<file path="config.mk">
export PLATFORM = sky130hd
export DESIGN_NAME = mtds_div
export DESIGN_NICKNAME = d
export VERILOG_FILES = /design/src/hw/rtl/multi_timer_deadline_scheduler_assert.svh /design/src/hw/rtl/mtds_pkg.sv /design/src/hw/rtl/mtds_div.sv
export SDC_FILE = /design/constraint.sdc
export NUM_CORES = 1
export LEC_CHECK = 0
export ABC_AREA = 1
export BUFFER_PORTS_ARGS = -buffer_cell sky130_fd_sc_hd__buf_2
export CAP_MARGIN = 20
export CORE_ASPECT_RATIO = 2
export CORE_MARGIN = 2
export CORE_UTILIZATION = 57
export DETAILED_ROUTE_END_ITERATION = 16
export PLACE_DENSITY_LB_ADDON = 0.2
export SETUP_SLACK_MARGIN = 0.15
export SYNTH_ARGS = -nofsm -noshare
export SYNTH_HDL_FRONTEND = slang
export SYNTH_SLANG_ARGS = --single-unit
</file>
<file path="constraint.sdc">
create_clock -name i_clk -period 3.5 [get_ports i_clk]
set_clock_uncertainty 0.05 [all_clocks]
set_input_delay 0.35 -clock i_clk [delete_from_list [all_inputs] [get_ports i_clk]]
set_output_delay 0.35 -clock i_clk [all_outputs]
set_load 0.03 [all_outputs]
</file>
<file path="src/hw/rtl/multi_timer_deadline_scheduler_assert.svh">
// Assertion macros used by the timer scheduler top level
`ifndef MULTI_TIMER_DEADLINE_SCHEDULER_ASSERT_SVH
`define MULTI_TIMER_DEADLINE_SCHEDULER_ASSERT_SVH
// Implication checked every clock outside reset
`define MTDS_ASSERT_IMP(label, clk, rst_n, pre, post) \
    label: assert property (@(posedge clk) disable iff (!rst_n) (pre) |-> (post)) \
        else $error("assertion failed");
// Next-cycle implication checked outside reset
`define MTDS_ASSERT_NXT(label, clk, rst_n, pre, post) \
    label: assert property (@(posedge clk) disable iff (!rst_n) (pre) |=> (post)) \
        else $error("assertion failed");
`endif

</file>
<file path="src/hw/rtl/mtds_pkg.sv">
// Package: types, codes and constants of the timer scheduler
package mtds_pkg;
    localparam int TIMER_SLOTS_DEF = 16;
    localparam int MAX_FIRES_DEF   = 63;
    localparam logic [47:0] MAX48  = 48'hFFFF_FFFF_FFFF;

    typedef enum logic [1:0] {
        OP_TICK = 2'd0, OP_START_AT = 2'd1, OP_START_AFTER = 2'd2, OP_STOP = 2'd3
    } t_op;

    typedef enum logic [1:0] {
        KIND_START = 2'd0, KIND_STOP = 2'd1, KIND_FIRED = 2'd2, KIND_TICK_DONE = 2'd3
    } t_kind;

    typedef enum logic [1:0] {
        ST_OK = 2'd0, ST_NOT_FOUND = 2'd1, ST_FULL = 2'd2, ST_RSVD = 2'd3
    } t_status;

    typedef enum logic [3:0] {
        S_IDLE, S_SCAN, S_DIV, S_MUL, S_ADD, S_WRITE, S_FIRE_RD, S_FIRE_WR,
        S_EMIT, S_WAIT
    } t_state;

    typedef struct packed {
        logic [1:0]  operation;
        logic [47:0] now_ms;
        logic [47:0] start_ms;
        logic [31:0] period_ms;
        logic [3:0]  slot_id;
    } t_req;

    typedef struct packed {
        logic [1:0]  kind;
        logic [3:0]  timer_slot;
        logic [1:0]  status;
        logic [47:0] next_deadline_ms;
        logic        armed;
        logic        last;
    } t_rsp;

    // Control from the sequencer to the divider
    typedef struct packed {
        logic        start;
        logic [47:0] dividend;
        logic [31:0] divisor;
    } t_div_ctl;

    // Status from the divider back to the sequencer
    typedef struct packed {
        logic        done;
        logic [47:0] quotient;
    } t_div_sts;
endpackage

</file>
<file path="src/hw/rtl/mtds_div.sv">
// Restoring serial divider, one quotient bit per cycle
module mtds_div (
    input  logic              i_clk,
    input  logic              i_rst_n,
    input  mtds_pkg::t_div_ctl i_ctl,
    output mtds_pkg::t_div_sts o_sts
);
    logic [47:0] r_quo, n_quo;
    logic [32:0] r_rem, n_rem;
    logic [31:0] r_dsr, n_dsr;
    logic [5:0]  r_cnt, n_cnt;
    logic        r_busy, n_busy;
    logic        r_done, n_done;
    logic [32:0] w_shift;

    // step one bit of the division
    always_comb begin
        n_quo  = r_quo;
        n_rem  = r_rem;
        n_dsr  = r_dsr;
        n_cnt  = r_cnt;
        n_busy = r_busy;
        n_done = 1'b0;
        w_shift = {r_rem[31:0], r_quo[47]};
        if (i_ctl.start) begin
            n_quo  = i_ctl.dividend;
            n_rem  = '0;
            n_dsr  = i_ctl.divisor;
            n_cnt  = 6'd0;
            n_busy = 1'b1;
        end else if (r_busy) begin
            if (w_shift >= {1'b0, r_dsr}) begin
                n_rem = w_shift - {1'b0, r_dsr};
                n_quo = {r_quo[46:0], 1'b1};
            end else begin
                n_rem = w_shift;
                n_quo = {r_quo[46:0], 1'b0};
            end
            n_cnt = r_cnt + 6'd1;
            if (r_cnt == 6'd47) begin
                n_busy = 1'b0;
                n_done = 1'b1;
            end
        end
    end

    always_ff @(posedge i_clk) begin
        if (!i_rst_n) begin
            r_busy <= 1'b0;
            r_done <= 1'b0;
            r_cnt  <= '0;
        end else begin
            r_busy <= n_busy;
            r_done <= n_done;
            r_cnt  <= n_cnt;
        end
        r_quo <= n_quo;
        r_rem <= n_rem;
        r_dsr <= n_dsr;
    end

    assign o_sts.done     = r_done;
    assign o_sts.quotient = r_quo;
endmodule

</file>
==> metrics.txt <==
RePlAce Congestion=0.9925; final net count=1316; DR WL/cell=15.47 um; maximum clock frequency=393.2 MHz; htree depth=4; status=finished, final reports clean; max-slew violation count=0; Worst Hold Class=input pin to register; Overflow after GRT=0; largest stage delay on the critical path=0.39 ns; final period utilization=0.7266; Area contributors post-synth=edfxtp_1 32%, nand2_1 23%, dfxtp_1 11%; reg2reg setup slack=0.96 ns; Yosys top cell by area=edfxtp_1; post-synth top area share=0.3173; Fin Setup TNS=0 ns; Synthesis Warnings=0; Seq cells post-synth=120; Synth Cell Area=7572 sq um; Initial Utilization=0.5828; Sequential cell area=3203 sq um; Crit. Startpoint=r_dsr[23]; most common cell after layout, fill and taps aside=nand2_1; critical setup path kind=register to register; Setup violations, final=0; worst path required time=3.77 ns; CP startpoint kind=register; first-pass iteration count of the detailed router=7; RR Endpoint=r_rem[29]; largest net degree at the start of global routing=71; FP Rows=59; ys flop type=edfxtp_1; Leak=0.004909 uW; FFs w/ async S/R, synth=0; Total GRT Usage=0.3053; Top-Level Pins=132; CTS sink count=120; clk buf depth=2; drt initial violations=446; CORE AREA=12990 sq um; DR vias/cell=5.185; PwrDens=between 400 and 500 nW/um^2; Detailed Place HPWL=15670 um; post-route cell area=8955 sq um; sequential share of the synthesized area=0.4230; Tot Pwr=4088 uW; stages on the worst setup path=11; initial antenna violation count=0; multi-input combinational cell area=3520 sq um; IR drop worst, VDD=between 0.4 and 0.5 mV; Syn Nets=1184; cts hold-fix bufs=0; Die H=167 um; worst path arrival time=around 2.8 ns; critical path endpoint category=register; max capacitance violation total=0; CP bufs+invs=1; Final ANT Viol Nets=0; CTS root buffer=clkbuf_16; final WL=21100 um; most frequent cells in the layout=459 x nand2_1, 183 x inv_1, 131 x buf_2; Slew HR=0.4823; Filler cells=1173; ratio of cells with drive above 1 in the final layout=0.1617; Setup crit end=r_rem[29]; Skew-Pair Late Insertion Delay=about 0.42 ns; post_cts resized=0; Post-DP Area=8323 sq um; Clk pin slew, worst setup/hold paths=0.06 ns; R2R depth=11; unrepaired setup endpoints after global routing=false; minimum clock period after layout=approximately 2.5 ns; Critical R2R Launch=r_dsr[23]; residual DRC count=0; post-CTS setup buffer count=0; Slowest-stage cell, CP=ha_1; Die W=between 80 and 90 um; cts bufs inserted=17; CTS tree=built; # diodes=0; post-synthesis instance total=roughly 1100; final hold viol count=0; EDFF count, synth=80; Netlist cell types=37; most frequent CP cell=nand2_1; crit path cell chain=inv_1 -> ha_1 -> nand2_1 -> nor2_1 -> nand2_1 -> nor3_2 -> nand2_4 -> nand2_8 -> nand3_1 -> nand2_1 -> nand2_1; die area=14280 sq um; Slew @ Worst Pin=0.7765 ns; Synth Area per Inst=7.097 sq um; crit path max fanout=34; Top delay family on crit path=simple AND/OR/NAND/NOR gates; first-pass GRT wire length=33850 um; I/O Buffers=131; vias in the first global route=7307; Vias=7073; Synth-to-Final Area Change=18.26%
[registers in the layout, indices dropped and copies added, names as in the netlist]
name / count
r_busy: 1
r_dsr: 32
r_quo: 48
r_rem: 32
r_done: 1
r_cnt: 6
[cells by family (layout without fill, tap and decap cells)]
kind of cell	Yosys count	in the layout	synth area share
buffers and inverters	212	357	0.1125
and+or+nand+nor	642	642	0.3584
AOI/OAI and AO/OA	45	45	0.03272
xor gates and xnor gates	14	14	0.01619
DFF	120	120	0.4230
adders and majority gates	34	34	0.05717
[where the power goes]
| part | internal (uW) | switching [uW] |
|---|---|---|
| sequential | 1620 | 41.0 |
| combinational | 166 | 369 |
| clock | 1140 | 746 |
[area by class of cell]
cell class | count | area share
repair buffers | 140 | 0.08160
inverters | 185 | 0.07755
well taps | 152 | 0.02124
multi-input cells | 735 | 0.3930
clock buffers | 18 | 0.04793
flip-flops and latches | 120 | 0.3577
clock inverters | 14 | 0.02096
[stage by stage]
stage          setup slack (ns)  utilization  cells  hold slack, ns
6_report                 0.9570       0.6892   1364         0.04809
3_3_place_gp             0.9819       0.6406   1331          0.4039
3_5_place_dp             0.9700       0.6406   1331          0.4121
2_1_floorplan            0.7933            -   1067          0.3889
4_1_cts                  0.9474       0.6881   1363         0.04089
5_1_grt                  0.7817       0.6892   1364         0.03916
[routing by layer]
| layer | GRT usage | vias up | part of all wire |
|---|---|---|---|
| li1 | - | 3574 | - |
| met1 | 0.2864 | 3177 | 0.34 |
| met2 | 0.5859 | 234 | 0.55 |
| met3 | 0.05550 | 88 | 0.044 |
| met4 | 0.1815 | 0 | 0.060 |
| met5 | 0 | - | 0 |
[synth_stat cells, types with 2 or more instances]
library cell and count:
nand2_1 459, inv_1 184, nand3_1 81, edfxtp_1 80
nor2_1 44, dfxtp_1 40, ha_1 33, a21oi_1 21
nand3b_1 16, clkbuf_1 13, xnor2_1 13, nand2_2 9
nand4_1 8, o21ai_1 8, nor3_1 7, o21ai_0 6
buf_6 5, buf_4 4, nor2_2 4, a31oi_1 3
and2_1 3, buf_2 3, nand3_2 3, o21bai_1 3
buf_1 2, nor2_4 2, nor3b_1 2, o21a_1 2
[worst min path at each step]
stage                          from   endpoint  depth (start not counted)
after global routing       i_ctl[0]   r_dsr[0]                          1
final                     i_ctl[17]  r_dsr[17]                          1
after detailed placement  r_rem[30]  r_rem[30]                          2
after global placement    r_rem[13]  r_rem[13]                          2
after floorplan            r_cnt[5]   r_cnt[5]                          2
after CTS                  i_ctl[6]   r_dsr[6]                          1
Power figures use the tool's default switching activity.
