--- config.mk ---
export PLATFORM = sky130hd
export DESIGN_NAME = mtds_ram
export DESIGN_NICKNAME = d
export VERILOG_FILES = /design/src/hw/rtl/multi_timer_deadline_scheduler_assert.svh /design/src/hw/rtl/mtds_ram.sv
export SDC_FILE = /design/constraint.sdc
export NUM_CORES = 1
export LEC_CHECK = 0
export BUFFER_PORTS_ARGS = -buffer_cell sky130_fd_sc_hd__buf_4
export CAP_MARGIN = 0
export CELL_PAD_IN_SITES_DETAIL_PLACEMENT = 1
export CELL_PAD_IN_SITES_GLOBAL_PLACEMENT = 2
export CORE_MARGIN = 2
export CORE_UTILIZATION = 52
export CTS_CLUSTER_DIAMETER = 120
export DETAILED_ROUTE_END_ITERATION = 7
export GPL_ROUTABILITY_DRIVEN = 0
export PLACE_DENSITY_LB_ADDON = 0.3
export SETUP_SLACK_MARGIN = 0.05
export SYNTH_ARGS = -nofsm -noshare
export SYNTH_HDL_FRONTEND = slang
export SYNTH_SLANG_ARGS = --single-unit
--- constraint.sdc ---
create_clock -name i_clk -period 4.75 [get_ports i_clk]
set_input_delay 0.475 -clock i_clk [delete_from_list [all_inputs] [get_ports i_clk]]
set_output_delay 0.475 -clock i_clk [all_outputs]
set_load 0.005 [all_outputs]
--- src/hw/rtl/multi_timer_deadline_scheduler_assert.svh ---
// Assertion macros used by the timer scheduler top level
`ifndef MULTI_TIMER_DEADLINE_SCHEDULER_ASSERT_SVH
`define MULTI_TIMER_DEADLINE_SCHEDULER_ASSERT_SVH
// Implication checked every clock outside reset
`define MTDS_ASSERT_IMP(label, clk, rst_n, pre, post) \
    label: assert property (@(posedge clk) disable iff (!rst_n) (pre) |-> (post)) \
        else $error("assertion failed");
// Next-cycle implication checked outside reset
`define MTDS_ASSERT_NXT(label, clk, rst_n, pre, post) \
    label: assert property (@(posedge clk) disable iff (!rst_n) (pre) |=> (post)) \
        else $error("assertion failed");
`endif

--- src/hw/rtl/mtds_ram.sv ---
// Generic simple dual-port RAM (one write port, one read port) with registered read
module mtds_ram #(
    parameter int WIDTH = 8,
    parameter int DEPTH = 16
) (
    input  logic                     i_clk,
    input  logic                     i_we,
    input  logic [$clog2(DEPTH)-1:0] i_waddr,
    input  logic [WIDTH-1:0]         i_wdata,
    input  logic [$clog2(DEPTH)-1:0] i_raddr,
    output logic [WIDTH-1:0]         o_rdata
);
    logic [WIDTH-1:0] r_mem [DEPTH];

    // write and registered read
    always_ff @(posedge i_clk) begin
        if (i_we) begin
            r_mem[i_waddr] <= i_wdata;
        end
        o_rdata <= r_mem[i_raddr];
    end
endmodule

==> impl_metrics.prom <==
# TYPE chip_impl_metric gauge
chip_impl_info{name="worstSetupPathType",value="in -> reg"} 1
chip_impl_metric{name="worst-endpoint-required",unit="ps"} 4860
chip_impl_metric{name="slowest_delay",unit="ps"} 920
chip_impl_metric{name="grt_first_pass_wirelength",unit="um"} 15800
chip_impl_metric{name="fin_total_pwr",unit="W"} 0.00277
chip_impl_info{name="critPathLaunchType",value="primary input"} 1
chip_impl_metric{name="share_of_the_clock_period_used_by_the_worst_path_after_layout",unit=""} 0.403
chip_impl_metric{name="postSynthAreaPerCell",unit="um2"} 22.5
chip_impl_info{name="status",value="complete, no violations"} 1
chip_impl_metric{name="count_of_distinct_cell_types_in_the_synthesized_netlist",unit=""} 19
chip_impl_metric{name="dr.first_iter.drc_count",unit=""} 168
chip_impl_metric{name="cts.hold.buffers_added",unit=""} 0
chip_impl_metric{name="synth_top_area_share",unit=""} 0.747
chip_impl_metric{name="clkTransAtPathRegs",unit="ps"} 60
chip_impl_metric{name="cts_setup_buffers",unit=""} 0
chip_impl_metric{name="post-route-cell-area",unit="mm2"} 0.00602
chip_impl_metric{name="port_buffers",unit=""} 25
chip_impl_metric{name="finalWorstPathRequiredPeriod",unit="ps"} 1920
chip_impl_metric{name="drt.antenna.violating_nets",unit=""} 0
chip_impl_metric{name="detailedRoute.firstPassIterationCount",unit=""} 4
chip_impl_metric{name="clkLatencyLatePin",unit="ps"} 500
chip_impl_metric{name="placement_cell_area",unit="mm2"} 0.00544
chip_impl_metric{name="cts_made_buffers",unit=""} 17
chip_impl_metric{name="cts.path.max_buffers",unit=""} 2
chip_impl_metric{name="final_tns_setup",unit="ps"} 0
chip_impl_info{name="timing.critical_path.from",value="i_waddr[2]"} 1
chip_impl_metric{name="top_level_ports",unit=""} 26
chip_impl_metric{name="path_max_fanout",unit=""} 8
chip_impl_info{name="cts_tree",value="done"} 1
chip_impl_metric{name="numClockSinks",unit=""} 136
chip_impl_info{name="crit_chain",value="buf_4 > or3b_2 > nor3_1"} 1
chip_impl_info{name="cpMaxStageDelayCell",value="nor3_1"} 1
chip_impl_metric{name="worst_ir_drop_vdd",unit="uV"} 277
chip_impl_metric{name="post-route-drc-count",unit=""} 0
chip_impl_metric{name="ys_ff_latch",unit=""} 136
chip_impl_metric{name="initial_core_util",unit=""} 0.532
chip_impl_metric{name="rr_worst_depth",unit=""} 3
chip_impl_metric{name="rows",unit=""} 36
chip_impl_info{name="setup_repair_after_global_routing_missed_its_margin",value="false"} 1
chip_impl_info{name="synth.area.top_cells",value="edfxtp_1 (75%), mux4_2 (7.9%), mux4_1 (7.1%), dfxtp_1 (3.1%), a22oi_1 (2.3%)"} 1
chip_impl_metric{name="drt_wl_total",unit="um"} 10600
chip_impl_info{name="r2r-start",value="r_mem[10][5]$_DFFE_PP_"} 1
chip_impl_info{name="worst_setup_end_kind",value="flip-flop"} 1
chip_impl_metric{name="cts_resized",unit=""} 0
chip_impl_metric{name="setup.reg_to_reg.worst_slack",unit="ps"} 3350
chip_impl_metric{name="avgViaCountPerCell",unit=""} 5.84
chip_impl_metric{name="syn_area",unit="mm2"} 0.00515
chip_impl_metric{name="power.leakage",unit="nW"} 2.01
chip_impl_info{name="netlist.top_cell.by_area",value="edfxtp_1"} 1
chip_impl_metric{name="worst_slew_margin_relative_to_its_limit",unit=""} 0.201
chip_impl_metric{name="detailedPlace.worstSlack",unit="ps"} 2340
chip_impl_metric{name="postSynthNetCount",unit=""} 247
chip_impl_metric{name="synthToLayoutAreaGrowth",unit="%"} 16.9
chip_impl_metric{name="worst_slack",unit="ps"} 2830
chip_impl_metric{name="core_region_area",unit="mm2"} 0.00968
chip_impl_metric{name="powerDensity",unit="mW/mm2"} 461
chip_impl_metric{name="num-fill-cells",unit=""} 805
chip_impl_metric{name="critical_path_arrival",unit="ps"} 2030
chip_impl_info{name="worst_hold_startpoint",value="i_wdata[5]"} 1
chip_impl_metric{name="clock_skew",unit="ps"} 6.61
chip_impl_metric{name="clock.fmax",unit="GHz"} 0.522
chip_impl_metric{name="syn_inst",unit=""} 229
chip_impl_metric{name="grt_overflow",unit=""} 0
chip_impl_metric{name="num_vias",unit=""} 2396
chip_impl_metric{name="antenna_found_initial",unit=""} 0
chip_impl_metric{name="first_global_vias",unit=""} 2474
chip_impl_metric{name="dp.final_hpwl",unit="um"} 6440
chip_impl_metric{name="slew_viol_final",unit=""} 0
chip_impl_metric{name="hold_critical_path_depth",unit=""} 1
chip_impl_info{name="cts_root_buffer",value="clkbuf_8"} 1
chip_impl_metric{name="htree_levels",unit=""} 4
chip_impl_metric{name="seq_total_area_yosys",unit=""} 0.778
chip_impl_metric{name="drv.max_cap_violation_count",unit=""} 0
chip_impl_info{name="min-delay-path-class",value="in -> reg"} 1
chip_impl_metric{name="floorplan.die.width",unit="um"} 103
chip_impl_metric{name="finalHoldViolations",unit=""} 0
chip_impl_metric{name="grt_max_degree",unit=""} 33
chip_impl_metric{name="global_route.usage.total",unit=""} 0.220
chip_impl_metric{name="fp.dieArea",unit="mm2"} 0.0107
chip_impl_metric{name="worst_hold_slack",unit="ps"} 288
chip_impl_metric{name="report.final.setup_viol",unit=""} 0
chip_impl_metric{name="fp.dieH",unit="um"} 103
chip_impl_metric{name="antenna-diode-count",unit=""} 0
chip_impl_metric{name="worst_slew_pin_slew",unit="ps"} 1190
chip_impl_metric{name="yosys_warnings",unit=""} 0
chip_impl_info{name="regToRegEndpoint",value="o_rdata[5]$_DFF_P_"} 1
chip_impl_metric{name="drive_gt1_frac",unit=""} 0.264
chip_impl_metric{name="final_net_count",unit=""} 284
chip_impl_info{name="min_to",value="r_mem[9][5]$_DFFE_PP_"} 1
chip_impl_metric{name="routed_wire_length_per_instance",unit="um"} 25.9
-- where the power goes --
part           leakage [nW]  total [W]  switching (W)  internal, W
clock network         0.278    0.00130       0.000454     0.000841
registers              1.22    0.00135     0.00000944      0.00134
logic                 0.507   0.000126      0.0000696    0.0000561
-- cells by family (layout without fill, tap and decap cells) --
group,Yosys count,count (layout),share of synthesized area
AOI/OAI and AO/OA,16,16,0.0233
buffers and inverters,10,58,0.0168
muxes,32,32,0.150
and+or+nand+nor,35,35,0.0318
DFF,136,136,0.778
-- Yosys cell counts (all sizes together) --
master and instances:
edfxtp 128, mux4 32, a22oi 16, nor2 13
nand2 9, dfxtp 8, buf 7, nor3 4
clkdlybuf4s25 3, nand2b 2, nand3b 2, and2 1
and2b 1, nand3 1, nor2b 1, or3b 1
-- sequential cells by signal, summed over array words and instances, names as in the netlist --
name / cells
r_mem: 128
o_rdata: 8
-- cells in the final DEF (no fill, tap or decap), types with 2 or more instances in the layout --
cell	n
clkinv_2	3
mux4_2	18
bufinv_16	4
clkinvlp_4	2
buf_4	28
clkbuf_16	16
nand2_1	9
nor3_1	4
mux4_1	14
edfxtp_1	128
dfxtp_1	8
nor2_1	13
nand3b_1	2
clkbuf_1	3
a22oi_1	16
nand2b_1	2
-- worst max-delay path by stage --
stage / end / depth (start not counted)
floorplan: r_mem[0][0]$_DFFE_PP_ / 2
global placement: r_mem[0][1]$_DFFE_PP_ / 3
detailed placement: r_mem[0][2]$_DFFE_PP_ / 3
CTS: r_mem[0][1]$_DFFE_PP_ / 3
global route: r_mem[0][6]$_DFFE_PP_ / 3
finish: r_mem[0][6]$_DFFE_PP_ / 3
-- metrics by stage --
stage | util | cells
6_report | 0.621 | 410
5_1_grt | 0.621 | 410
4_1_cts | 0.621 | 410
3_5_place_dp | 0.561 | 380
3_3_place_gp | 0.561 | 380
2_1_floorplan | - | 229
-- area by class of cell --
class                   count  area, um2  share of cell area
flip-flops and latches    136       4000               0.665
multi-input cells          83       1060               0.176
clock buffers              20        425              0.0707
repair buffers             28        210              0.0349
well taps                 133        166              0.0277
clock inverters            10        154              0.0256
-- per-layer routing --
metal,GRT usage,share of wire
met4,0.0739,0.012
met3,0.0605,0.037
met5,0,0
met1,0.307,0.45
met2,0.341,0.50
-- critical path: cells and delay by family --
kind | cells | cell delay (ps)
simple gates | 2 | 1430
buf+inv | 1 | 120
Note: power is estimated with default switching activity, not from simulation.
